[src/sv/lr_pkg.sv]
package lr_pkg;

  // coordinate width of every endpoint and pixel
  localparam int COORD_BITS = 6;
  localparam int GLYPH_BITS = 8;

  // error term of the walk: holds values in (-2*span, 2*span]
  localparam int ERR_W = COORD_BITS + 3;

  // packed stream widths, rounded up to whole bytes
  localparam int IN_FIELD_W  = 4 * COORD_BITS + GLYPH_BITS;
  localparam int IN_DATA_W   = ((IN_FIELD_W + 7) / 8) * 8;
  localparam int OUT_FIELD_W = 2 * COORD_BITS + GLYPH_BITS;
  localparam int OUT_DATA_W  = ((OUT_FIELD_W + 7) / 8) * 8;

  // command queue between classifier and stepper
  localparam int QUEUE_DEPTH = 2;
  localparam int QPTR_W      = $clog2(QUEUE_DEPTH);

  typedef logic [COORD_BITS-1:0] coord_t;

  // one classified line, ready to be walked
  typedef struct packed {
    coord_t                 start_x;
    coord_t                 start_y;
    coord_t                 stop;       // last coordinate on the major axis
    logic                   major_y;    // major axis is y
    logic                   major_neg;  // major axis walks downward
    logic                   minor_neg;  // minor axis walks downward
    logic [COORD_BITS:0]    a2;         // twice the minor span
    logic [COORD_BITS:0]    b2;         // twice the major span
    logic signed [ERR_W-1:0] err0;      // initial error, 2*minor - major
    logic [GLYPH_BITS-1:0]  glyph;
  } line_cmd_t;

  typedef enum logic {
    ST_IDLE,
    ST_WALK
  } step_state_t;

endpackage

[src/sv/lr_classify.sv]
module lr_classify (
  input  logic [lr_pkg::IN_DATA_W-1:0] cmd_data,
  output lr_pkg::line_cmd_t            cmd
);
  import lr_pkg::*;

  coord_t x0, y0, x1, y1;
  coord_t lx, ly, rx, ry;
  coord_t dx, ady;
  logic   swap, y_down, shallow;
  coord_t minor_span, major_span;

  // unpack the transaction
  assign x0 = cmd_data[0*COORD_BITS +: COORD_BITS];
  assign y0 = cmd_data[1*COORD_BITS +: COORD_BITS];
  assign x1 = cmd_data[2*COORD_BITS +: COORD_BITS];
  assign y1 = cmd_data[3*COORD_BITS +: COORD_BITS];

  // order endpoints left to right
  assign swap    = (x0 > x1);
  assign lx      = swap ? x1 : x0;
  assign ly      = swap ? y1 : y0;
  assign rx      = swap ? x0 : x1;
  assign ry      = swap ? y0 : y1;
  assign dx      = rx - lx;
  assign y_down  = (ly > ry);
  assign ady     = y_down ? (ly - ry) : (ry - ly);
  assign shallow = (ady < dx);

  // slope class and walk setup
  always_comb begin
    cmd.glyph     = cmd_data[4*COORD_BITS +: GLYPH_BITS];
    cmd.start_x   = lx;
    cmd.start_y   = ly;
    cmd.stop      = rx;
    cmd.major_y   = 1'b0;
    cmd.major_neg = 1'b0;
    cmd.minor_neg = 1'b0;
    minor_span    = '0;
    major_span    = '0;
    if (x0 == x1) begin
      // vertical, also a single point: walk up from the lower y
      cmd.start_x = x0;
      cmd.start_y = (y0 < y1) ? y0 : y1;
      cmd.stop    = (y0 < y1) ? y1 : y0;
      cmd.major_y = 1'b1;
    end else if (y0 == y1) begin
      // horizontal: walk right from the lower x
      cmd.start_y = y0;
    end else if (shallow) begin
      minor_span    = ady;
      major_span    = dx;
      cmd.minor_neg = y_down;
    end else begin
      // steep, unit slope included
      cmd.stop      = ry;
      cmd.major_y   = 1'b1;
      cmd.major_neg = y_down;
      minor_span    = dx;
      major_span    = ady;
    end
    cmd.a2   = {minor_span, 1'b0};
    cmd.b2   = {major_span, 1'b0};
    cmd.err0 = $signed({{(ERR_W-COORD_BITS-1){1'b0}}, minor_span, 1'b0})
             - $signed({{(ERR_W-COORD_BITS){1'b0}}, major_span});
  end

endmodule

[src/sv/lr_cmd_queue.sv]
module lr_cmd_queue (
  input  logic              clk,
  input  logic              rst_n,
  input  logic              push,
  input  lr_pkg::line_cmd_t push_cmd,
  output logic              full,
  input  logic              pop,
  output lr_pkg::line_cmd_t head_cmd,
  output logic              empty
);
  import lr_pkg::*;

  line_cmd_t             entry_r [QUEUE_DEPTH];
  logic [QPTR_W-1:0]     wr_ptr_r, wr_ptr_nxt;
  logic [QPTR_W-1:0]     rd_ptr_r, rd_ptr_nxt;
  logic [QPTR_W:0]       count_r, count_nxt;
  logic                  do_push, do_pop;

  assign full     = (count_r == QUEUE_DEPTH[QPTR_W:0]);
  assign empty    = (count_r == '0);
  assign do_push  = push && !full;
  assign do_pop   = pop && !empty;
  assign head_cmd = entry_r[rd_ptr_r];

  // pointer and fill count update
  always_comb begin
    wr_ptr_nxt = wr_ptr_r;
    rd_ptr_nxt = rd_ptr_r;
    count_nxt  = count_r;
    if (do_push) begin
      wr_ptr_nxt = (wr_ptr_r == QPTR_W'(QUEUE_DEPTH - 1)) ? '0 : wr_ptr_r + 1'b1;
    end
    if (do_pop) begin
      rd_ptr_nxt = (rd_ptr_r == QPTR_W'(QUEUE_DEPTH - 1)) ? '0 : rd_ptr_r + 1'b1;
    end
    if (do_push && !do_pop) begin
      count_nxt = count_r + 1'b1;
    end else if (do_pop && !do_push) begin
      count_nxt = count_r - 1'b1;
    end
  end

  always_ff @(posedge clk) begin
    if (!rst_n) begin
      wr_ptr_r <= '0;
      rd_ptr_r <= '0;
      count_r  <= '0;
    end else begin
      wr_ptr_r <= wr_ptr_nxt;
      rd_ptr_r <= rd_ptr_nxt;
      count_r  <= count_nxt;
    end
  end

  // entry storage
  always_ff @(posedge clk) begin
    if (do_push) begin
      entry_r[wr_ptr_r] <= push_cmd;
    end
  end

endmodule

[src/sv/lr_stepper.sv]
module lr_stepper (
  input  logic                          clk,
  input  logic                          rst_n,
  input  lr_pkg::line_cmd_t             head_cmd,
  input  logic                          q_empty,
  output logic                          q_pop,
  output logic                          out_tvalid,
  input  logic                          out_tready,
  output logic [lr_pkg::OUT_DATA_W-1:0] out_tdata,
  output logic                          out_tlast
);
  import lr_pkg::*;

  step_state_t             state_r, state_nxt;
  coord_t                  cur_x_r, cur_y_r, stop_r;
  logic                    major_y_r, major_neg_r, minor_neg_r;
  logic [COORD_BITS:0]     a2_r, b2_r;
  logic signed [ERR_W-1:0] err_r;
  logic [GLYPH_BITS-1:0]   glyph_r;

  logic                    out_valid_r;
  coord_t                  out_x_r, out_y_r;
  logic [GLYPH_BITS-1:0]   out_glyph_r;
  logic                    out_last_r;

  logic                    out_free, emit, is_last, load, move;
  coord_t                  major_cur, major_step, minor_cur, minor_step;
  logic signed [ERR_W-1:0] err_step;

  // walk decisions
  assign out_free   = !out_valid_r || out_tready;
  assign major_cur  = major_y_r ? cur_y_r : cur_x_r;
  assign minor_cur  = major_y_r ? cur_x_r : cur_y_r;
  assign is_last    = (major_cur == stop_r);
  assign move       = !err_r[ERR_W-1] && (err_r != '0);
  assign major_step = major_neg_r ? major_cur - 1'b1 : major_cur + 1'b1;
  assign minor_step = !move ? minor_cur :
                      (minor_neg_r ? minor_cur - 1'b1 : minor_cur + 1'b1);
  assign err_step   = err_r + $signed({{(ERR_W-COORD_BITS-1){1'b0}}, a2_r})
                    - (move ? $signed({{(ERR_W-COORD_BITS-1){1'b0}}, b2_r}) : '0);

  // control outputs
  always_comb begin
    emit  = 1'b0;
    load  = 1'b0;
    case (state_r)
      ST_IDLE: begin
        load = !q_empty;
      end
      ST_WALK: begin
        emit = out_free;
        load = out_free && is_last && !q_empty;
      end
      default: begin
        emit = 1'b0;
        load = 1'b0;
      end
    endcase
  end

  assign q_pop = load;

  // next state
  always_comb begin
    state_nxt = state_r;
    case (state_r)
      ST_IDLE: begin
        if (load) state_nxt = ST_WALK;
      end
      ST_WALK: begin
        if (emit && is_last && !load) state_nxt = ST_IDLE;
      end
      default: begin
        state_nxt = ST_IDLE;
      end
    endcase
  end

  always_ff @(posedge clk) begin
    if (!rst_n) begin
      state_r <= ST_IDLE;
    end else begin
      state_r <= state_nxt;
    end
  end

  // walk registers: load a new line or take one step
  always_ff @(posedge clk) begin
    if (load) begin
      cur_x_r     <= head_cmd.start_x;
      cur_y_r     <= head_cmd.start_y;
      stop_r      <= head_cmd.stop;
      major_y_r   <= head_cmd.major_y;
      major_neg_r <= head_cmd.major_neg;
      minor_neg_r <= head_cmd.minor_neg;
      a2_r        <= head_cmd.a2;
      b2_r        <= head_cmd.b2;
      err_r       <= head_cmd.err0;
      glyph_r     <= head_cmd.glyph;
    end else if (emit) begin
      cur_x_r <= major_y_r ? minor_step : major_step;
      cur_y_r <= major_y_r ? major_step : minor_step;
      err_r   <= err_step;
    end
  end

  // output register
  always_ff @(posedge clk) begin
    if (!rst_n) begin
      out_valid_r <= 1'b0;
    end else if (emit) begin
      out_valid_r <= 1'b1;
    end else if (out_tready) begin
      out_valid_r <= 1'b0;
    end
  end

  always_ff @(posedge clk) begin
    if (emit) begin
      out_x_r     <= cur_x_r;
      out_y_r     <= cur_y_r;
      out_glyph_r <= glyph_r;
      out_last_r  <= is_last;
    end
  end

  assign out_tvalid = out_valid_r;
  assign out_tlast  = out_last_r;
  assign out_tdata  = {{(OUT_DATA_W-OUT_FIELD_W){1'b0}}, out_glyph_r, out_y_r, out_x_r};

endmodule

[src/sv/line_rasterizer.sv]
// Line rasterizer. Each input transaction is one line command (two endpoints
// and a glyph); the block returns one output transaction per pixel of the line,
// with tlast on the final pixel. Vertical lines and single points run from the
// lower y upward, horizontal lines from the lower x, sloped lines from the left
// endpoint with an exact integer midpoint test. The single pixel stepper sends
// one pixel per cycle while out_tready allows, at most 64 pixels per line; the
// next queued line starts in the cycle after the previous line's last
// pixel. A two-entry command queue in front of the stepper takes new commands
// while a line is being walked, so in_tready drops only when the queue is full.
module line_rasterizer (
  input  logic                          clk,
  input  logic                          rst_n,
  input  logic                          in_tvalid,
  output logic                          in_tready,
  // fields from bit 0: start_x, start_y, end_x, end_y, glyph
  input  logic [lr_pkg::IN_DATA_W-1:0]  in_tdata,
  output logic                          out_tvalid,
  input  logic                          out_tready,
  // fields from bit 0: pixel_x, pixel_y, pixel_glyph
  output logic [lr_pkg::OUT_DATA_W-1:0] out_tdata,
  output logic                          out_tlast
);
  import lr_pkg::*;

  line_cmd_t new_cmd, head_cmd;
  logic      q_full, q_empty, q_pop;

  // classify the incoming command
  lr_classify u_classify (
    .cmd_data (in_tdata),
    .cmd      (new_cmd)
  );

  // queue between classifier and stepper
  lr_cmd_queue u_queue (
    .clk      (clk),
    .rst_n    (rst_n),
    .push     (in_tvalid),
    .push_cmd (new_cmd),
    .full     (q_full),
    .pop      (q_pop),
    .head_cmd (head_cmd),
    .empty    (q_empty)
  );

  assign in_tready = !q_full;

  // pixel walk and output register
  lr_stepper u_stepper (
    .clk        (clk),
    .rst_n      (rst_n),
    .head_cmd   (head_cmd),
    .q_empty    (q_empty),
    .q_pop      (q_pop),
    .out_tvalid (out_tvalid),
    .out_tready (out_tready),
    .out_tdata  (out_tdata),
    .out_tlast  (out_tlast)
  );

endmodule

[config.mk]
export PLATFORM = sky130hd
export DESIGN_NAME = line_rasterizer
export DESIGN_NICKNAME = d
export VERILOG_FILES = /design/src/sv/lr_pkg.sv /design/src/sv/lr_classify.sv /design/src/sv/lr_cmd_queue.sv /design/src/sv/lr_stepper.sv /design/src/sv/line_rasterizer.sv
export SDC_FILE = /design/constraint.sdc
export NUM_CORES = 1
export LEC_CHECK = 0
export ABC_AREA = 1
export BUFFER_PORTS_ARGS = -buffer_cell sky130_fd_sc_hd__buf_4
export CAP_MARGIN = 20
export CELL_PAD_IN_SITES_DETAIL_PLACEMENT = 2
export CELL_PAD_IN_SITES_GLOBAL_PLACEMENT = 2
export CORE_MARGIN = 10
export CORE_UTILIZATION = 38
export CTS_CLUSTER_SIZE = 40
export DETAILED_ROUTE_END_ITERATION = 12
export GPL_TIMING_DRIVEN = 0
export HOLD_SLACK_MARGIN = 0.1
export PLACE_DENSITY_LB_ADDON = 0.3
export SLEW_MARGIN = 10
export SYNTH_ARGS = -nofsm -noshare
export SYNTH_HDL_FRONTEND = slang
export SYNTH_SLANG_ARGS = --single-unit
export TNS_END_PERCENT = 100
[constraint.sdc]
create_clock -name clk -period 8 [get_ports clk]
set_clock_uncertainty 0.15 [all_clocks]
set_input_delay 1.6 -clock clk [delete_from_list [all_inputs] [get_ports clk]]
set_output_delay 1.6 -clock clk [all_outputs]
set_load 0.01 [all_outputs]
# [Word level (Yosys, flattened, before mapping)]
# Memory sizes are Yosys's and may differ from the RTL's. A register that Yosys moved wholly into a read port is not among the register bits.
# Cells that the tools add are included.
[word_totals] register_bits=79 latch_bits=0 ramBits=100 mem_bits_ro=0 in_bits=36 out_inout_bits=27 mem_count=1
[memory_table] memory="u_queue.entry_r" words=2 width=50 rd=1 rd_clocked_by_memory_dff=1 wr=1 line="lr_cmd_queue.sv:13" rtl="line_cmd_t entry_r [QUEUE_DEPTH];"
[classes] n_addsub=14 multipliers=0 div_mod_pow=0 order_cmp=4 n_eq_ne=4 shifts=0 mux=49 bitwise=1 reduce_logical=22
[ops] op="$mux W6" n=26
[ops] op="$mux W9" n=3
[ops] op="$eq A6 B6 Y1" n=3
[ops] op="$sub A6 B6 Y6" n=3
[ops] op="$mux W13" n=1
[ops] op="$add A6 B1 Y6 const B" n=2
[ops] op="$gt A6 B6 Y1" n=2
[ops] op="$lt A6 B6 Y1" n=2
[ops] op="$mux W1" n=12
[ops] op="$sub A6 B1 Y6 const B" n=2
[ops] op="$add A9 B7 Y9" n=1
[ops] op="$logic_and A1 B1 Y1" n=9
[ops] op="$reduce_bool A9 Y1" n=1
[ops] op="$sub A9 B9 Y9" n=1
[ops] op="$mux W8" n=1
[ops] op="$sub A7 B6 Y8" n=1
[ops] op="$logic_not A1 Y1" n=7
[ops] op="$mux W7" n=1
[ops] op="$mux W2" n=3
[ops] op="$reduce_bool A2 Y1" n=3
[ops] op="$pmux W1 S2" n=2
[ops] op="$add A1 B1 Y1 const B" n=2
[ops] op="$add A2 B1 Y2 const B" n=1
[ops] op="$eq A2 B2 Y1 const B" n=1
[ops] op="4 further kinds" n=4

# [Longest topological paths before layout]
# Gate-level depths: netlist of the first run.
[depth] depth_word=9 mapped_depth=42 mapped_depth_nobuf=41

# [Cells and area by module]
# From an unflattened synthesis of the first run, not the netlist that was laid out.
[unflattened] cells_unflattened=1078 area_unflattened_um2=10861.7
[modules_own_cells] module="lr_cmd_queue" n_inst=1 cells_per_inst=200 area_per_inst_um2=4252.8 seq_area_each_um2=3223.1
[modules_own_cells] module="lr_stepper" n_inst=1 cells_per_inst=437 area_per_inst_um2=4189.0 seq_area_each_um2=2232.1
[modules_own_cells] module="lr_classify" n_inst=1 cells_per_inst=440 area_per_inst_um2=2416.1 seq_area_each_um2=0.0
[modules_own_cells] module="line_rasterizer" n_inst=1 cells_per_inst=1 area_per_inst_um2=3.8 seq_area_each_um2=0.0

# [Least setup slack after synthesis of the first run]
# Ideal clock, no wire load.
[synth_timing] path_kind="input to register" start="in in_tdata[15] (netlist bit)" end="mem u_queue.entry_r[0][14] (netlist bit), data pin" arrival_time_ns=6.056 required_ns=7.593 setup_slack_ns=1.537 stages=37 path_cell_list="inv_1 ha_1 nand2_2 nor2_4 nand2_2 nand3_4 nand2_4 buf_6 nand2_1 nand2_2 nor2_2 inv_1 ha_1 inv_1 nand2_1 nand2_1 nand3_1 nand2_2 nand2_1 o21ai_2 inv_1 ha_1 a21boi_0 o2111ai_1 nand2_1 nand2_1 clkbuf_1 o22ai_1 ha_1 a21oi_1 o21ai_0 a21oi_1 inv_1 a21oi_1 inv_1 nand3_1 nand2_1"
[synth_rtl] item="start: declaration" line="line_rasterizer.sv:16" rtl="input logic [lr_pkg::IN_DATA_W-1:0] in_tdata,"
[synth_rtl] item="end: declaration" line="lr_cmd_queue.sv:13"

==> results.json, run 1 <==
{
  "outcome": "finished, final reports clean",
  "cts_num_sinks": 174,
  "synthDistinctLibCells": 51,
  "drc_errors_left": 0,
  "detailedRoute.firstIterationViolations": 355,
  "pwr_density_cell_nw_per_um2": 507.4,
  "first_global_vias": 8426,
  "grt_setup_unrepaired": "no",
  "post_syn_area_um2": 9620,
  "num-fill-cells": 2682,
  "synth_ff_type": "edfxtp_1",
  "placed_cells": 1406,
  "areaGrowthSynthToFinish_pct": 16.80,
  "synthesis.yosys.warnings": 0,
  "design.die.area_um2": 32080,
  "globalRoute.totalOverflow": 0,
  "grt_use_total": 0.1926,
  "synth_top_area_frac": 0.5213,
  "synth-edff-count": 167,
  "fmax_mhz": 135.1,
  "report.final.slew_viol_count": 0,
  "worst_ep_required_time_ns": 8.04,
  "timing.critical_path.slowest_cell_delay_ns": 0.56,
  "critical_path_capture_point_type": "flop",
  "yosysTopAreaCell": "edfxtp_1",
  "cpMostUsedCell": "nand2_1",
  "flop_and_latch_count_out_of_synthesis": 174,
  "worstMarginPinSlew_ns": 1.048,
  "critical_path_peak_fanout": 10,
  "final.min_clock_period_ns": 7.405,
  "start_util": 0.3843,
  "max_cap_violations": 0,
  "tritoncts_clock_tree": "done",
  "crit_type": "input pin to flop",
  "antenna_found_initial": 0,
  "detailed_place_hpwl_um": 22940,
  "synth_top_area_cells": "edfxtp_1 52%, nand2_1 11%, ha_1 5.2%, inv_1 5.0%, o21ai_0 2.8%",
  "clk_path_buf_depth": 2,
  "p_leak_nw": 4.919,
  "synth_sequential_area_ratio": 0.5358,
  "detailroute.via_count": 7460,
  "slowest_stage": "o22ai_1",
  "vias_per_cell": 5.188,
  "gpl.final_weighted_congestion": 0.8304,
  "synth.cells.most_frequent": "284 x nand2_1, 167 x edfxtp_1, 128 x inv_1, 56 x nor2_1, 54 x o21ai_0",
  "setup.reg_to_reg.worst_slack_ns": 3.59,
  "critical_path.startpoint_type": "input pin",
  "firstDrtPassIters": 5,
  "min_path_type": "flop to flop",
  "synth-async-reset-ratio": 0,
  "fin_hold_ws_ns": 0.2719,
  "antenna_cells_inserted": 0,
  "clkTransAtPathRegs_ns": 0.07,
  "critPathArrivalTime_ns": 7.45,
  "cts_hold_buffers": 0,
  "num_io_pins": 63,
  "insertion_delay_ns": 0.45,
  "port-buffer-count": 58,
  "design.core.area_um2": 25040,
  "post_route_design_area_um2": 11240,
  "cts_buffers": 17,
  "slew_headroom": 0.2999,
  "core.rowCount": 58,
  "vdd.ir_drop.worst_v": 0.0002316,
  "post-route-period-util": 0.9256,
  "synth_cells": 1011,
  "final-instance-count-excl-fill": 1438,
  "largest_net_degree_at_the_start_of_global_routing": 40,
  "final-setup-viol-count": 0,
  "final_antenna_net_count": 0,
  "htree_levels": 4,
  "post_synth.cell_area_avg_um2": 9.516,
  "detail_route.wirelength_um": 30380,
  "yosys.cell_count.top_type": "nand2_1",
  "cts_root_buffer": "clkbuf_16",
  "post_dp_cell_area_um2": 10610,
  "finalNetCount": 1181,
  "final_hold_vio_count": 0,
  "fin_total_pwr_mw": 5.702,
  "die_h_um": 179.1,
  "die_w_um": 179.1,
  "final_layout_size_suffix_gt1_frac": 0.1489,
  "routed_wire_length_per_instance_um": 21.13,
  "grt_pass1_wl_um": 47750
}
-- critical path: cells and delay by family --
kind            cells  cell delay [ns]
simple gates       17             2.15
fa+ha+maj           4             1.22
compound gates      7             1.55
buf+inv             9             0.89
-- report_power, final --
part	internal, mW	switching (mW)	total (mW)
logic	0.998	2.06	3.06
registers	1.63	0.151	1.78
clock network	0.456	0.408	0.864
total	3.08	2.62	5.70
-- logic make-up (layout without fill, tap and decap cells) --
| family | count (synthesis) | after routing | synth area share |
|---|---|---|---|
| compound gates | 160 | 160 | 0.09936 |
| buf+inv | 170 | 264 | 0.07439 |
| mux | 6 | 6 | 0.006373 |
| fa+ha+maj | 50 | 50 | 0.07283 |
| xor+xnor | 28 | 28 | 0.02549 |
| flops | 174 | 174 | 0.5358 |
| other cells | 1 | 4 | 0.0003898 |
| simple gates | 422 | 422 | 0.1853 |
-- metal layers --
metal	wire length, µm	global-route usage	part of all wire	vias up
met1	12990	0.2292	0.43	3754
met2	15860	0.3508	0.52	131
met4	601	0.06525	0.020	0
met3	937	0.02317	0.031	33
met5	0	0	0	-
li1	-	-	-	3542
-- stage by stage --
stage	TNS, ns	setup slack [ns]	util
after floorplan	0	1.537	-
after global placement	0	0.09307	0.4186
after detailed placement	-0.1096	-0.05483	0.4236
after CTS	0	0.3536	0.4483
after global routing	0	0.02207	0.4488
final	0	0.5955	0.4488
-- state kept, by name (all words and copies together) (netlist names), 6 cells and up, named ones only --
register,cells
u_queue.entry_r,96
u_stepper.a2_r,6
u_stepper.b2_r,6
u_stepper.cur_x_r,6
u_stepper.cur_y_r,6
u_stepper.err_r,9
u_stepper.glyph_r,8
u_stepper.out_glyph_r,8
u_stepper.out_x_r,6
u_stepper.out_y_r,6
u_stepper.stop_r,6
-- area by class of cell --
class,instances,area (µm²),share of cell area
Inverter,137,514.2,0.04576
Clock buffer,18,439.2,0.03908
Tap cell,330,412.9,0.03674
Buffer,33,202.7,0.01804
Multi-Input combinational cell,670,3789,0.3372
Sequential cell,174,5155,0.4587
Timing Repair Buffer,62,545.5,0.04855
Clock inverter,14,178.9,0.01592
-- placed cells by master, fill, tap and decap left out, drive strengths merged, types with 11 or more instances in the layout --
| master | count |
|---|---|
| xor2 | 21 |
| inv | 141 |
| nor2 | 61 |
| nand3 | 48 |
| nand2 | 294 |
| buf | 81 |
| clkbuf | 32 |
| edfxtp | 167 |
| a21oi | 38 |
| o21ai | 77 |
| ha | 40 |
| a31oi | 11 |
-- what timing repair did --
action,in CTS,in global routing
endpoints found under the setup margin,0,6
buffers inserted,0,0
resized for setup,0,4
-- final timing paths --
check                           cells after the start                        to                  from
worst min register to register                      0  u_stepper.out_glyph_r[0]  u_stepper.glyph_r[0]
worst max-delay path                               37    u_queue.entry_r[0][14]          in_tdata[15]
worst max register to register                     20        u_stepper.err_r[8]    u_stepper.err_r[5]
worst min-delay path                                0  u_stepper.out_glyph_r[0]  u_stepper.glyph_r[0]
Power figures use the tool's default switching activity.
==> run 2, diff against run 1 <==
--- a/config.mk
+++ b/config.mk
@@ -6,7 +6,7 @@
 export NUM_CORES = 1
 export LEC_CHECK = 0
 export ABC_AREA = 1
-export BUFFER_PORTS_ARGS = -buffer_cell sky130_fd_sc_hd__buf_4
+export BUFFER_PORTS_ARGS = -buffer_cell sky130_fd_sc_hd__buf_2
 export CAP_MARGIN = 20
 export CELL_PAD_IN_SITES_DETAIL_PLACEMENT = 2
 export CELL_PAD_IN_SITES_GLOBAL_PLACEMENT = 2
@@ -20,5 +20,6 @@
 export SLEW_MARGIN = 10
 export SYNTH_ARGS = -nofsm -noshare
 export SYNTH_HDL_FRONTEND = slang
+export SYNTH_HIERARCHICAL = 1
 export SYNTH_SLANG_ARGS = --single-unit
 export TNS_END_PERCENT = 100
==> run 2 against run 1 <==
  * Critical path depth grew 2
  * Wire length grew 7.3%
  * Via count grew 5.4%
  * Die area grew 11%
==> results.json, run 2 <==
{
  "outcome": "finished, final reports clean",
  "critical_path_capture_point_type": "flop",
  "synth-async-reset-ratio": 0,
  "flop_and_latch_count_out_of_synthesis": 184,
  "num-fill-cells": 3003,
  "post_dp_cell_area_um2": 11700,
  "die_w_um": 189.1,
  "critical_path_peak_fanout": 10,
  "detailed_place_hpwl_um": 25630,
  "yosysTopAreaCell": "edfxtp_1",
  "timing.critical_path.slowest_cell_delay_ns": 0.40,
  "post_synth.cell_area_avg_um2": 10.08,
  "gpl.final_weighted_congestion": 0.8975,
  "hold_sp": "u_stepper/glyph_r[1]",
  "synthesis.yosys.warnings": 6,
  "synth_top_area_frac": 0.4893,
  "worstMarginPinSlew_ns": 0.9143,
  "yosys.cell_count.top_type": "nand2_1",
  "max_reg_flops": 104,
  "clkTransAtPathRegs_ns": 0.08,
  "antenna_found_initial": 0,
  "post-route-period-util": 0.9398,
  "timing.critical_path.depth": 39,
  "crit_type": "input pin to flop",
  "timing.critical_path.from": "in_tdata[16]",
  "detailedRoute.firstIterationViolations": 389,
  "slowest_stage": "ha_2",
  "grt_use_total": 0.1836,
  "worst_ep_required_time_ns": 8.16,
  "critical_path.startpoint_type": "input pin",
  "cts_hold_buffers": 0,
  "max_cap_violations": 0,
  "die_h_um": 189.1,
  "top_register": "u_queue/entry_r",
  "firstDrtPassIters": 4,
  "detailroute.via_count": 7862,
  "cts_num_sinks": 184,
  "worst_r2r_startpoint": "u_stepper/err_r[7]",
  "fin_hold_ws_ns": 0.2687,
  "cpMostUsedCell": "nand2_1",
  "cts_root_buffer": "clkbuf_16",
  "post_syn_area_um2": 10860,
  "synth_top_area_cells": "edfxtp_1 49%, nand2_1 9.3%, mux2_4 6.9%, inv_1 5.0%, ha_1 5.0%",
  "hold_path_depth": 0,
  "fmax_mhz": 133.0,
  "final_layout_size_suffix_gt1_frac": 0.2149,
  "synthDistinctLibCells": 51,
  "mostFrequentLayoutCell": "nand2_1",
  "tritoncts_clock_tree": "done",
  "critPathArrivalTime_ns": 7.68,
  "synth_ff_type": "edfxtp_1",
  "slew_headroom": 0.3890,
  "first_global_vias": 9070,
  "reg2reg_depth": 16,
  "final.min_clock_period_ns": 7.519,
  "routed_wire_length_per_instance_um": 21.09,
  "post_route_design_area_um2": 12360,
  "detail_route.wirelength_um": 32600,
  "final_cell_mix": "269 x nand2_1, 177 x edfxtp_1, 143 x inv_1",
  "areaGrowthSynthToFinish_pct": 13.81,
  "largest_registers": "u_queue/entry_r (104), u_stepper/err_r (9)",
  "synth_cells": 1078,
  "grt_setup_unrepaired": "no",
  "timing.critical_path.max_delay_family": "simple AND/OR/NAND/NOR gates",
  "final-setup-viol-count": 0,
  "timing.rr.end": "u_stepper/err_r[5]",
  "antenna_cells_inserted": 0,
  "globalRoute.totalOverflow": 0,
  "final-instance-count-excl-fill": 1546,
  "grt_pass1_wl_um": 51580,
  "core.rowCount": 61,
  "final_hold_vio_count": 0,
  "synth-edff-count": 177,
  "finalNetCount": 1244,
  "start_util": 0.3878,
  "placed_cells": 1514,
  "min_path_type": "flop to flop",
  "design.die.area_um2": 35750,
  "insertion_delay_ns": 0.44,
  "report.final.slew_viol_count": 0,
  "drc_errors_left": 0,
  "htree_levels": 4,
  "design.core.area_um2": 28010,
  "synth.cells.most_frequent": "269 x nand2_1, 177 x edfxtp_1, 144 x inv_1, 87 x nand3_1, 50 x mux2_4",
  "final_antenna_net_count": 0,
  "port-buffer-count": 50,
  "setup.reg_to_reg.worst_slack_ns": 4.21,
  "vias_per_cell": 5.085,
  "cts_buffers": 17,
  "num_io_pins": 63,
  "largest_net_degree_at_the_start_of_global_routing": 39,
  "crit_buf_inv": 9,
  "worst_hold_path.endpoint": "u_stepper/out_glyph_r[1]",
  "synth_sequential_area_ratio": 0.5022,
  "clk_path_buf_depth": 2
}
-- run 2: cell types whose count changed after synthesis, moves of 14 or more --
cell     delta
buf_4      +14
inv_1      +16
mux2_4     +50
nand2_1    -15
nand3_1    +43
o21ai_0    -20
o21ai_1    -14
-- run 2: metrics by stage --
step	setup TNS [ns]	setup WS, ns	util
3_5_place_dp	-2.939	-0.4624	0.4178
5_1_grt	0	0.01231	0.4413
3_3_place_gp	-0.5298	-0.1623	0.4141
6_report	0	0.4815	0.4413
2_1_floorplan	0	1.396	-
4_1_cts	0	0.06618	0.4401
-- run 2: kinds of logic (layout without fill, tap and decap cells) --
family,count (synthesis),count (layout),synth area share
AO/OA/AOI/OAI,99,99,0.05506
other,2,6,0.0006914
multiplexers,53,53,0.07223
XOR/XNOR,27,27,0.02246
adder cells (fa/ha/maj),53,53,0.06796
flip-flops,184,184,0.5022
AND/OR/NAND/NOR,465,465,0.1904
buffers and inverters,195,281,0.08893
-- run 2: layer usage --
metal / track usage / routed length, µm / part of all wire
met1: 0.2111 / 13710 / 0.42
met2: 0.3464 / 17680 / 0.54
met3: 0.02389 / 718 / 0.022
met4: 0.05220 / 498 / 0.015
met5: 0 / 0 / 0
-- run 2: repair_timing --
item	4_1_cts	5_1_grt
setup buffers	0	0
resized for setup	1	11
endpoints found under the setup margin	2	8
-- run 2: final cells by class --
cell class | count | area, µm² | area share
Sequential cell | 184 | 5455 | 0.4413
Timing Repair Buffer | 54 | 332.8 | 0.02692
Clock buffer | 17 | 425.4 | 0.03441
Buffer | 43 | 394.1 | 0.03188
Inverter | 152 | 573.1 | 0.04636
Tap cell | 378 | 473.0 | 0.03826
Clock inverter | 15 | 197.7 | 0.01599
Multi-Input combinational cell | 703 | 4511 | 0.3649
-- run 2: worst register-to-register path, delay by kind of cell (launching register included) --
family	cells	cell delay (ns)
adders and majority gates	2	0.72
DFF	1	0.38
buffers and inverters	4	0.59
AOI/OAI and AO/OA	2	0.41
xor gates and xnor gates	1	0.24
and+or+nand+nor	7	1.16
-- run 2: worst max-delay path by stage --
stage | to | slack [ns]
6_report | u_queue/entry_r[0][16] | 0.48
5_1_grt | u_queue/entry_r[1][16] | 0.01
4_1_cts | u_queue/entry_r[0][16] | 0.07
3_5_place_dp | u_queue/entry_r[1][16] | -0.46
3_3_place_gp | u_queue/entry_r[1][16] | -0.16
2_1_floorplan | u_queue/entry_r[0][16] | 1.40
Power of run 2 is not shown: default switching activity piles up to over one toggle a cycle in this logic, so the estimate is an artifact.
==> run 3, diff against run 2 <==
--- a/config.mk
+++ b/config.mk
@@ -10,7 +10,7 @@
 export CAP_MARGIN = 20
 export CELL_PAD_IN_SITES_DETAIL_PLACEMENT = 2
 export CELL_PAD_IN_SITES_GLOBAL_PLACEMENT = 2
-export CORE_MARGIN = 10
+export CORE_MARGIN = 8
 export CORE_UTILIZATION = 38
 export CTS_CLUSTER_SIZE = 40
 export DETAILED_ROUTE_END_ITERATION = 12
==> constraint.sdc (replaced) <==
create_clock -name clk -period 7.19 [get_ports clk]
set_clock_uncertainty 0.15 [all_clocks]
set_input_delay 1.438 -clock clk [delete_from_list [all_inputs] [get_ports clk]]
set_output_delay 1.438 -clock clk [all_outputs]
set_load 0.01 [all_outputs]
==> run 3 against run 2 <==
  * Flip-flop and latch count did not move
  * Sequential share of layout area is 0.81 points lower
  * Critical path depth unchanged
  * Wire length fell by 2.8%
  * Non-clock buffer count increased by 7
  * Core utilization increased by 0.22 points
  * Via count rose by 0.33%
  * Die area fell by 4.2%
  * Largest cell class unchanged
==> results.json, run 3 (synthesis gave the netlist of run 2 again) <==
{
  "outcome": "finished, final reports clean",
  "critical_path_capture_point_type": "flop",
  "die_w_um": 185.1,
  "cts_buffers": 17,
  "port-buffer-count": 50,
  "min_path_type": "flop to flop",
  "reg2reg_depth": 18,
  "first_global_vias": 8946,
  "met2_wirelength_um": 17220,
  "detailroute.via_count": 7888,
  "finalNetCount": 1251,
  "grt_use_total": 0.1889,
  "timing.critical_path.slowest_cell_delay_ns": 0.39,
  "cts_root_buffer": "clkbuf_16",
  "vias_per_cell": 5.060,
  "post-route-period-util": 0.9523,
  "htree_levels": 4,
  "largest_registers": "u_queue/entry_r (104), u_stepper/err_r (9)",
  "max_reg_flops": 104,
  "placed_cells": 1522,
  "worst_setup_path_endpoint": "u_queue/entry_r[1][16]",
  "gpl.final_weighted_congestion": 0.8701,
  "worst_r2r_startpoint": "u_stepper/err_r[0]",
  "final-setup-viol-count": 0,
  "critical_path.startpoint_type": "input pin",
  "final_layout_size_suffix_gt1_frac": 0.2298,
  "drc_errors_left": 0,
  "final.setup.tns_ns": 0,
  "worstMarginPinSlew_ns": 0.8580,
  "final_core_util": 0.4435,
  "top_signal_layer_used": "met4",
  "final_antenna_net_count": 0,
  "slew_headroom": 0.4262,
  "antenna_found_initial": 0,
  "top_register": "u_queue/entry_r",
  "detail_route.wirelength_um": 31700,
  "clkTransAtPathRegs_ns": 0.08,
  "areaGrowthSynthToFinish_pct": 15.93,
  "timing.critical_path.from": "in_tdata[17]",
  "final_cell_mix": "267 x nand2_1, 177 x edfxtp_1, 143 x inv_1",
  "largest_net_degree_at_the_start_of_global_routing": 39,
  "max_cap_violations": 0,
  "slowest_stage": "ha_2",
  "timing.rr.end": "u_stepper/err_r[6]",
  "globalRoute.totalOverflow": 0,
  "routed_wire_length_per_instance_um": 20.33,
  "insertion_delay_ns": 0.44,
  "firstDrtPassIters": 5,
  "mostFrequentLayoutCell": "nand2_1",
  "crit_type": "input pin to flop",
  "cts_num_sinks": 184,
  "die_h_um": 185.1,
  "detailedRoute.firstIterationViolations": 223,
  "num_io_pins": 63,
  "design.die.area_um2": 34250,
  "report.final.slew_viol_count": 0,
  "routedLengthMet1_um": 13270,
  "final.min_clock_period_ns": 6.847,
  "tritoncts_clock_tree": "done",
  "design.core.area_um2": 28390,
  "critPathArrivalTime_ns": 7.01,
  "start_util": 0.3826,
  "detailed_place_hpwl_um": 24740,
  "worst_ep_required_time_ns": 7.35,
  "grt_pass1_wl_um": 50050,
  "antenna_cells_inserted": 0,
  "final_hold_vio_count": 0,
  "core.rowCount": 62,
  "clk_path_buf_depth": 2,
  "final-instance-count-excl-fill": 1559,
  "hold_sp": "u_stepper/glyph_r[3]",
  "setup.reg_to_reg.worst_slack_ns": 3.32,
  "met3_layer_wire_length_in_the_routed_design_um": 716,
  "critical_path_peak_fanout": 10,
  "fmax_mhz": 146.0
}
run 3: cell types whose count changed in the layout (fill, tap and decap cells not counted), moves of 3 or more:
cell | before | now
buf_4 | 19 | 24
ha_1 | 40 | 36
ha_4 | 0 | 5
inv_6 | 3 | 7
inv_8 | 6 | 3
nor2_4 | 3 | 6
o22ai_2 | 4 | 1
o22ai_4 | 0 | 3
run 3: per-stage QoR:
stage                     setup slack (ns)  hold slack [ns]  area, µm²
after floorplan                     0.7478           0.2503      10880
after global placement             -0.8502           0.2517      11610
after detailed placement            -1.218           0.2557      11750
after CTS                         0.001713           0.2747      12440
after global routing              -0.08321           0.2827      12590
final                               0.3426           0.2717      12590
run 3: area by class of cell:
type / count / area [µm²]
Inverter: 152 / 578.1
Timing Repair Buffer: 61 / 410.4
Clock buffer: 17 / 425.4
Sequential cell: 184 / 5455
Buffer: 43 / 402.9
Multi-Input combinational cell: 703 / 4649
Clock inverter: 15 / 190.2
Tap cell: 384 / 480.5
Fill cell: 3048 / 15800
run 3: worst min-delay path by stage:
| stage | to | slack [ns] | cells past startpoint |
|---|---|---|---|
| final | u_stepper/out_glyph_r[3] | 0.27 | 0 |
| after global placement | u_stepper/out_glyph_r[2] | 0.25 | 0 |
| after CTS | u_stepper/out_glyph_r[3] | 0.27 | 0 |
| after detailed placement | u_stepper/out_glyph_r[3] | 0.26 | 0 |
| after floorplan | u_stepper/out_glyph_r[0] | 0.25 | 0 |
| after global routing | u_stepper/out_glyph_r[3] | 0.28 | 0 |
run 3: metal layers:
| metal | vias up | track usage |
|---|---|---|
| met5 | - | 0 |
| met4 | 0 | 0.04097 |
| met3 | 29 | 0.02236 |
| met2 | 114 | 0.3664 |
| met1 | 3983 | 0.2179 |
| li1 | 3762 | - |
run 3: critical path, delay by kind of cell:
family / cells / cell delay, ns
AO/OA/AOI/OAI: 7 / 1.27
AND/OR/NAND/NOR: 18 / 2.13
buffers and inverters: 10 / 1.06
adder cells (fa/ha/maj): 4 / 1.11
run 3: what timing repair did:
| action | in CTS | in global routing |
|---|---|---|
| pin swaps | 1 | 3 |
| buffers inserted | 1 | 4 |
| resized for setup | 20 | 19 |
| hold buffers | 0 | 0 |
| setup endpoints to repair | 12 | 8 |
Power of run 3 is left out for the same reason.
